[src/design/ccs_pkg.sv]
`timescale 1ns / 1ps
// ----------------------------------------------------------------------------
// ccs_pkg
// Shared types and character constants for the comment stripper.
// ----------------------------------------------------------------------------
package ccs_pkg;

    localparam logic [7:0] CH_SQUOTE = 8'h27;
    localparam logic [7:0] CH_DQUOTE = 8'h22;
    localparam logic [7:0] CH_SLASH  = 8'h2F;
    localparam logic [7:0] CH_STAR   = 8'h2A;
    localparam logic [7:0] CH_NL     = 8'h0A;
    localparam logic [7:0] CH_BSLASH = 8'h5C;

    typedef enum logic [8:0] {
        LX_NORMAL    = 9'b000000001,
        LX_SLASH     = 9'b000000010,
        LX_LINE      = 9'b000000100,
        LX_BLOCK     = 9'b000001000,
        LX_BLOCKSTAR = 9'b000010000,
        LX_STR       = 9'b000100000,
        LX_STR_ESC   = 9'b001000000,
        LX_CHR       = 9'b010000000,
        LX_CHR_ESC   = 9'b100000000
    } t_lex;

    // One classified input: zero, one or two bytes to emit, plus end flag.
    typedef struct packed {
        logic [7:0] byte0;
        logic [7:0] byte1;
        logic [1:0] n_bytes;
        logic       eot;
    } t_cmd;

    typedef struct packed {
        logic full;
        logic empty;
    } t_q_status;

endpackage

[src/design/ccs_front.sv]
`timescale 1ns / 1ps
// ----------------------------------------------------------------------------
// ccs_front
// Lexer front end: tracks the lexical mode and turns each byte into a command.
// ----------------------------------------------------------------------------
module ccs_front
    import ccs_pkg::*;
(
    input  logic       i_clk,
    input  logic       i_rst_n,
    input  logic       i_valid,
    input  logic [7:0] i_in_byte,
    input  logic       i_is_last,
    input  t_q_status  i_q_status,
    output logic       o_stall,
    output logic       o_push,
    output t_cmd       o_cmd
);

    t_lex r_lex;
    t_lex n_lex;
    t_cmd w_cmd;
    logic w_accept;

    assign o_stall  = i_q_status.full;
    assign w_accept = i_valid && !i_q_status.full;

    always_comb begin
        n_lex         = r_lex;
        w_cmd.byte0   = i_in_byte;
        w_cmd.byte1   = i_in_byte;
        w_cmd.n_bytes = 2'd0;
        w_cmd.eot     = i_is_last;
        case (r_lex)
            LX_SLASH: begin
                if (i_in_byte == CH_SLASH) begin
                    n_lex = LX_LINE;
                end else if (i_in_byte == CH_STAR) begin
                    n_lex = LX_BLOCK;
                end else begin
                    w_cmd.byte0   = CH_SLASH;
                    w_cmd.n_bytes = 2'd2;
                    if (i_in_byte == CH_DQUOTE) begin
                        n_lex = LX_STR;
                    end else if (i_in_byte == CH_SQUOTE) begin
                        n_lex = LX_CHR;
                    end else begin
                        n_lex = LX_NORMAL;
                    end
                end
            end
            LX_LINE: begin
                if (i_in_byte == CH_NL) begin
                    w_cmd.n_bytes = 2'd1;
                    n_lex         = LX_NORMAL;
                end
            end
            LX_BLOCK: begin
                if (i_in_byte == CH_STAR) begin
                    n_lex = LX_BLOCKSTAR;
                end
            end
            LX_BLOCKSTAR: begin
                if (i_in_byte == CH_SLASH) begin
                    n_lex = LX_NORMAL;
                end else if (i_in_byte != CH_STAR) begin
                    n_lex = LX_BLOCK;
                end
            end
            LX_STR: begin
                w_cmd.n_bytes = 2'd1;
                if (i_in_byte == CH_BSLASH) begin
                    n_lex = LX_STR_ESC;
                end else if (i_in_byte == CH_DQUOTE) begin
                    n_lex = LX_NORMAL;
                end
            end
            LX_STR_ESC: begin
                w_cmd.n_bytes = 2'd1;
                n_lex         = LX_STR;
            end
            LX_CHR: begin
                w_cmd.n_bytes = 2'd1;
                if (i_in_byte == CH_BSLASH) begin
                    n_lex = LX_CHR_ESC;
                end else if (i_in_byte == CH_SQUOTE) begin
                    n_lex = LX_NORMAL;
                end
            end
            LX_CHR_ESC: begin
                w_cmd.n_bytes = 2'd1;
                n_lex         = LX_CHR;
            end
            default: begin
                if (i_in_byte == CH_SLASH) begin
                    n_lex = LX_SLASH;
                end else begin
                    w_cmd.n_bytes = 2'd1;
                    if (i_in_byte == CH_DQUOTE) begin
                        n_lex = LX_STR;
                    end else if (i_in_byte == CH_SQUOTE) begin
                        n_lex = LX_CHR;
                    end else begin
                        n_lex = LX_NORMAL;
                    end
                end
            end
        endcase
        if (i_is_last) begin
            // release a held slash; no other byte was emitted in that case
            if (n_lex == LX_SLASH) begin
                w_cmd.byte0   = CH_SLASH;
                w_cmd.n_bytes = 2'd1;
            end
            n_lex = LX_NORMAL;
        end
    end

    assign o_push = w_accept && ((w_cmd.n_bytes != 2'd0) || i_is_last);
    assign o_cmd  = w_cmd;

    always_ff @(posedge i_clk) begin
        if (!i_rst_n) begin
            r_lex <= LX_NORMAL;
        end else if (w_accept) begin
            r_lex <= n_lex;
        end
    end

endmodule

[src/design/ccs_queue.sv]
`timescale 1ns / 1ps
// ----------------------------------------------------------------------------
// ccs_queue
// Short command queue between the lexer front end and the output back end.
// ----------------------------------------------------------------------------
module ccs_queue
    import ccs_pkg::*;
#(
    parameter int DEPTH = 4
) (
    input  logic      i_clk,
    input  logic      i_rst_n,
    input  logic      i_push,
    input  t_cmd      i_cmd,
    input  logic      i_pop,
    output t_cmd      o_cmd,
    output t_q_status o_status
);

    localparam int PW = (DEPTH > 1) ? $clog2(DEPTH) : 1;
    localparam int CW = $clog2(DEPTH + 1);

    t_cmd          r_mem [DEPTH];
    logic [PW-1:0] r_wr_ptr;
    logic [PW-1:0] r_rd_ptr;
    logic [CW-1:0] r_count;
    logic          w_wr;
    logic          w_rd;

    assign o_status.full  = (r_count == CW'(DEPTH));
    assign o_status.empty = (r_count == '0);
    assign o_cmd          = r_mem[r_rd_ptr];

    assign w_wr = i_push && !o_status.full;
    assign w_rd = i_pop && !o_status.empty;

    always_ff @(posedge i_clk) begin
        if (w_wr) begin
            r_mem[r_wr_ptr] <= i_cmd;
        end
    end

    always_ff @(posedge i_clk) begin
        if (!i_rst_n) begin
            r_wr_ptr <= '0;
            r_rd_ptr <= '0;
            r_count  <= '0;
        end else begin
            if (w_wr) begin
                r_wr_ptr <= (r_wr_ptr == PW'(DEPTH - 1)) ? '0 : r_wr_ptr + 1'b1;
            end
            if (w_rd) begin
                r_rd_ptr <= (r_rd_ptr == PW'(DEPTH - 1)) ? '0 : r_rd_ptr + 1'b1;
            end
            if (w_wr && !w_rd) begin
                r_count <= r_count + 1'b1;
            end else if (w_rd && !w_wr) begin
                r_count <= r_count - 1'b1;
            end
        end
    end

endmodule

[src/design/ccs_back.sv]
`timescale 1ns / 1ps
// ----------------------------------------------------------------------------
// ccs_back
// Output back end: serializes queued commands into single-byte results.
// ----------------------------------------------------------------------------
module ccs_back
    import ccs_pkg::*;
(
    input  logic       i_clk,
    input  logic       i_rst_n,
    input  t_q_status  i_q_status,
    input  t_cmd       i_cmd,
    output logic       o_pop,
    input  logic       i_stall,
    output logic       o_valid,
    output logic [7:0] o_out_byte,
    output logic       o_byte_valid,
    output logic       o_end_of_text
);

    logic       r_valid,     n_valid;
    logic [7:0] r_out_byte,  n_out_byte;
    logic       r_byte_vld,  n_byte_vld;
    logic       r_eot,       n_eot;
    logic       r_pend,      n_pend;
    logic [7:0] r_pend_byte, n_pend_byte;
    logic       r_pend_eot,  n_pend_eot;
    logic       w_adv;

    assign w_adv = !r_valid || !i_stall;

    always_comb begin
        n_valid     = r_valid;
        n_out_byte  = r_out_byte;
        n_byte_vld  = r_byte_vld;
        n_eot       = r_eot;
        n_pend      = r_pend;
        n_pend_byte = r_pend_byte;
        n_pend_eot  = r_pend_eot;
        o_pop       = 1'b0;
        if (w_adv) begin
            if (r_pend) begin
                n_valid    = 1'b1;
                n_out_byte = r_pend_byte;
                n_byte_vld = 1'b1;
                n_eot      = r_pend_eot;
                n_pend     = 1'b0;
            end else if (!i_q_status.empty) begin
                o_pop   = 1'b1;
                n_valid = 1'b1;
                if (i_cmd.n_bytes == 2'd0) begin
                    n_out_byte = 8'h00;
                    n_byte_vld = 1'b0;
                    n_eot      = i_cmd.eot;
                end else begin
                    n_out_byte = i_cmd.byte0;
                    n_byte_vld = 1'b1;
                    n_eot      = i_cmd.eot && (i_cmd.n_bytes == 2'd1);
                end
                n_pend      = (i_cmd.n_bytes == 2'd2);
                n_pend_byte = i_cmd.byte1;
                n_pend_eot  = i_cmd.eot;
            end else begin
                n_valid = 1'b0;
            end
        end
    end

    always_ff @(posedge i_clk) begin
        if (!i_rst_n) begin
            r_valid <= 1'b0;
            r_pend  <= 1'b0;
        end else begin
            r_valid <= n_valid;
            r_pend  <= n_pend;
        end
    end

    always_ff @(posedge i_clk) begin
        r_out_byte  <= n_out_byte;
        r_byte_vld  <= n_byte_vld;
        r_eot       <= n_eot;
        r_pend_byte <= n_pend_byte;
        r_pend_eot  <= n_pend_eot;
    end

    assign o_valid       = r_valid;
    assign o_out_byte    = r_out_byte;
    assign o_byte_valid  = r_byte_vld;
    assign o_end_of_text = r_eot;

endmodule

[src/design/c_comment_stripper.sv]
`timescale 1ns / 1ps
// ----------------------------------------------------------------------------
// c_comment_stripper
// Removes C line and block comments from a byte stream, literals untouched.
// ----------------------------------------------------------------------------
//  channel  direction  handshake            payload
//  in       input      i_valid / o_stall    i_in_byte, i_is_last
//  out      output     o_valid / i_stall    o_out_byte, o_byte_valid, o_end_of_text
//
//  One input byte is taken per cycle unless o_stall is high; the lexer mode
//  updates in that cycle. Results leave one per cycle from the output register
//  unless i_stall is high, two for an input that releases a held slash together
//  with the next byte. Each passes the command queue, then the output register.
//  Reset (synchronous, low) returns to normal text and empties the queue.
//  o_stall rises when the QUEUE_DEPTH-entry command queue is full.
// ----------------------------------------------------------------------------
module c_comment_stripper
    import ccs_pkg::*;
#(
    parameter int QUEUE_DEPTH = 4
) (
    input  logic       i_clk,
    input  logic       i_rst_n,
    input  logic       i_valid,
    output logic       o_stall,
    input  logic [7:0] i_in_byte,
    input  logic       i_is_last,
    output logic       o_valid,
    input  logic       i_stall,
    output logic [7:0] o_out_byte,
    output logic       o_byte_valid,
    output logic       o_end_of_text
);

    t_q_status w_q_status;
    t_cmd      w_push_cmd;
    t_cmd      w_head_cmd;
    logic      w_push;
    logic      w_pop;

    ccs_front u_front (
        .i_clk      (i_clk),
        .i_rst_n    (i_rst_n),
        .i_valid    (i_valid),
        .i_in_byte  (i_in_byte),
        .i_is_last  (i_is_last),
        .i_q_status (w_q_status),
        .o_stall    (o_stall),
        .o_push     (w_push),
        .o_cmd      (w_push_cmd)
    );

    ccs_queue #(
        .DEPTH (QUEUE_DEPTH)
    ) u_queue (
        .i_clk    (i_clk),
        .i_rst_n  (i_rst_n),
        .i_push   (w_push),
        .i_cmd    (w_push_cmd),
        .i_pop    (w_pop),
        .o_cmd    (w_head_cmd),
        .o_status (w_q_status)
    );

    ccs_back u_back (
        .i_clk         (i_clk),
        .i_rst_n       (i_rst_n),
        .i_q_status    (w_q_status),
        .i_cmd         (w_head_cmd),
        .o_pop         (w_pop),
        .i_stall       (i_stall),
        .o_valid       (o_valid),
        .o_out_byte    (o_out_byte),
        .o_byte_valid  (o_byte_valid),
        .o_end_of_text (o_end_of_text)
    );

    a_queue_state: assert property (@(posedge i_clk) disable iff (!i_rst_n)
        !(w_q_status.full && w_q_status.empty))
        else $error("queue reports full and empty at once");

    a_marker_is_end: assert property (@(posedge i_clk) disable iff (!i_rst_n)
        (o_valid && !o_byte_valid) |-> (o_end_of_text && (o_out_byte == 8'h00)))
        else $error("end marker without end of text");

    a_fill_needs_push: assert property (@(posedge i_clk) disable iff (!i_rst_n)
        $rose(w_q_status.full) |-> $past(w_push))
        else $error("queue filled without a push");

endmodule

[config.mk]
export PLATFORM = sky130hd
export DESIGN_NAME = c_comment_stripper
export DESIGN_NICKNAME = d
export VERILOG_FILES = /design/src/design/ccs_pkg.sv /design/src/design/ccs_front.sv /design/src/design/ccs_queue.sv /design/src/design/ccs_back.sv /design/src/design/c_comment_stripper.sv
export SDC_FILE = /design/constraint.sdc
export NUM_CORES = 1
export LEC_CHECK = 0
export BUFFER_PORTS_ARGS = -buffer_cell sky130_fd_sc_hd__clkbuf_2
export CAP_MARGIN = 0
export CORE_UTILIZATION = 50
export DETAILED_ROUTE_END_ITERATION = 10
export PLACE_DENSITY_LB_ADDON = 0.12
export SYNTH_ARGS = -nofsm -noshare
export SYNTH_HDL_FRONTEND = slang
export SYNTH_SLANG_ARGS = --single-unit
[constraint.sdc]
create_clock -name i_clk -period 3.4 [get_ports i_clk]
set_clock_uncertainty 0.05 [all_clocks]
set_input_delay 0.17 -clock i_clk [delete_from_list [all_inputs] [get_ports i_clk]]
set_output_delay 0.17 -clock i_clk [all_outputs]
set_load 0.03 [all_outputs]
==> metrics.yaml <==
outcome: "complete, no violations"
max_slew.worst_pin.slew_ps: 1020
cap_violations: 0
clk-insertion-delay-late_ps: 510
synth_largest_area_cell: "edfxtp_1"
synthArstFlopShare_pct: 0
slew_headroom_pct: 31.7
synth.top_cell.area_share_pct: 54.7
start_util_pct: 52.4
netlist_top_cells_count: "95 x edfxtp_1, 25 x o21ai_0, 20 x dfxtp_1, 20 x nand2_1, 19 x mux4_2"
pin_count: 25
synth_fa_ha_area_share_pct: 1.82
grt-ovfl-total: 0
cp-end-kind: "flop"
rows: 36
hold_violations: 0
htree_levels: 4
ant_nets: 0
cts_made_buffers: 17
antenna_found_initial: 0
drv_slew: 0
max_freq_ghz: 0.321
postCtsSetupBuffers: 0
ys_warn_count: 0
drive_above_1_share_pct: 23.4
grt_start_max_net_pins: 22
nNetsFinal: 417
num-fill-cells: 764
yosysMostFrequentCell: "edfxtp_1"
portBuffers: 24
required_ps: 3790
gp_congestion: 0.866
r2r-start: "u_front.r_lex[7]"
synthTopCellsByArea: "edfxtp_1 55%, mux4_2 8.2%, dfxtp_1 7.7%"
rsz0062_at_grt: "false"
ys_ff_latch: 115
clock_tree.root_cell: "clkbuf_8"
drc: 0
synth_mux_area_share_pct: 8.59
p_leak_uw: 0.00208
wirelength_um: 10300
yosys_most_used_dff: "edfxtp_1"
setup_viol: 0
n_antenna_cell: 0
hp-start: "i_is_last"
grt.total_usage_pct: 21.1
wl_per_cell_um: 19.0
vias_per_cell: 5.79
layout_min_cycle_time_ps: 3110
synthSimpleGateAreaFrac_pct: 13.3
ir_drop_mv: 0.323
power.density_mw_per_mm2: 805
finalPower_uw: 4920
route.vias.total: 3144
synth_edf_count: 95
path_clk_slew_ps: 60
areaGrowthSynthToFinish_pct: 17.2
critical_path_arrival_ps: 3500
fp.dieH_um: 104
syn-cell-area_mm2: 0.00521
fp.dieW_um: 104
grt_pass1_wl_um: 17100
synth_top_family_by_area: "simple AND/OR/NAND/NOR gates"
period_share_pct: 91.6
syn_avg_cell_area_um2: 14.6
cts_tree: "built"
clkSinkCount: 115
place_hpwl_um: 6850
drt-pass1-iter-count: 5
grt_pass1_vias: 3190
ys_seq_area_share_pct: 62.4
tns_ps: 0
dieArea_mm2: 0.0108
synth_compound_area_share_pct: 9.89
syn_inst: 357
critPathLaunch: "u_front.r_lex[7]"
post-route-util_pct: 61.4
synth_xor_area_share_pct: 1.01
design.core.area_mm2: 0.00995
yosys.cell_types.count: 72
whs_ps: 54.3
crit_type: "flop to flop"
hold_class: "input port to flop"
synth.net_count: 377
postCtsHoldBufs: 10
worstPathMaxFanout: 11
cp-start-kind: "flop"
first_iter_violations: 122
clock_path_buffers: 2
cts-resized-gates: 0
[cell type report]
type | count | area (µm²) | share of cell area, %
sequential | 115 | 3250 | 53.3
multi-input combinational | 215 | 1800 | 29.5
clock buffer | 19 | 422 | 6.90
timing repair buffer | 41 | 273 | 4.47
tap | 133 | 166 | 2.72
clock inverter | 13 | 165 | 2.70
inverter | 7 | 26.3 | 0.430
[layer usage]
metal | track usage [%] | wire length [µm]
met5 | 0 | 0
met4 | 7.86 | 122
met3 | 5.33 | 411
met2 | 33.6 | 5060
met1 | 28.2 | 4730
[final timing paths]
path                         end  slack (ps)  cells past startpoint
max           u_queue.r_count[2]         290                     10
min          u_queue.r_mem[1][0]          50                      1
max reg2reg   u_queue.r_count[2]         290                     10
min reg2reg        u_back.r_pend         460                      2
[report_power, final]
group	switching (µW)	internal (µW)	total, µW
clock network	584	1170	1760
logic	677	448	1130
registers	121	1920	2040
total	1380	3540	4920
[flip-flops by register name, indices dropped and copies added (netlist names), named ones only]
name / cells
u_back.o_byte_valid: 1
u_back.o_end_of_text: 1
u_back.o_out_byte: 8
u_back.o_valid: 1
u_back.r_pend: 1
u_back.r_pend_byte: 8
u_back.r_pend_eot: 1
u_front.r_lex: 9
u_queue.r_count: 3
u_queue.r_mem: 76
u_queue.r_rd_ptr: 2
u_queue.r_wr_ptr: 2
[per-stage QoR]
step                instance area (µm²)  setup WS (ps)  cells
floorplan                          5210            630    357
global placement                   5420            476    501
detailed placement                 5420            372    501
CTS                                6110            319    543
global route                       6110           71.2    543
finish                             6110            287    543
[placed cells by master (no fill, tap or decap), drive strengths merged, types with 7 or more instances in the layout]
| master | netlist | layout |
|---|---|---|
| o21ai | 27 | 27 |
| nand3 | 8 | 8 |
| nor4 | 8 | 8 |
| and2 | 8 | 8 |
| nand2 | 20 | 20 |
| nor2 | 15 | 15 |
| nand2b | 9 | 9 |
| buf | 13 | 7 |
| mux4 | 19 | 19 |
| inv | 7 | 7 |
| dfxtp | 20 | 20 |
| a21oi | 10 | 10 |
| edfxtp | 95 | 95 |
| clkinv | 0 | 8 |
| clkbuf | 6 | 43 |
| dlygate4sd3 | 0 | 10 |
[logic make-up after synthesis]
logic type	count (synthesis)
buffers and inverters	27
AOI/OAI and AO/OA	71
and+or+nand+nor	110
xor gates and xnor gates	6
adders and majority gates	7
muxes	21
DFF	115
[critical path, stage by stage, from the launching register on]
cell and delay (ps):
dfxtp_1 420, nor3_2 420, nand4b_1 380, o32ai_4 280, o31a_4 220, ha_1 170, inv_1 60, fa_1 420
xor2_1 170, or3_1 310, a21oi_1 140
No activity file was read; power rests on OpenSTA's default activity.
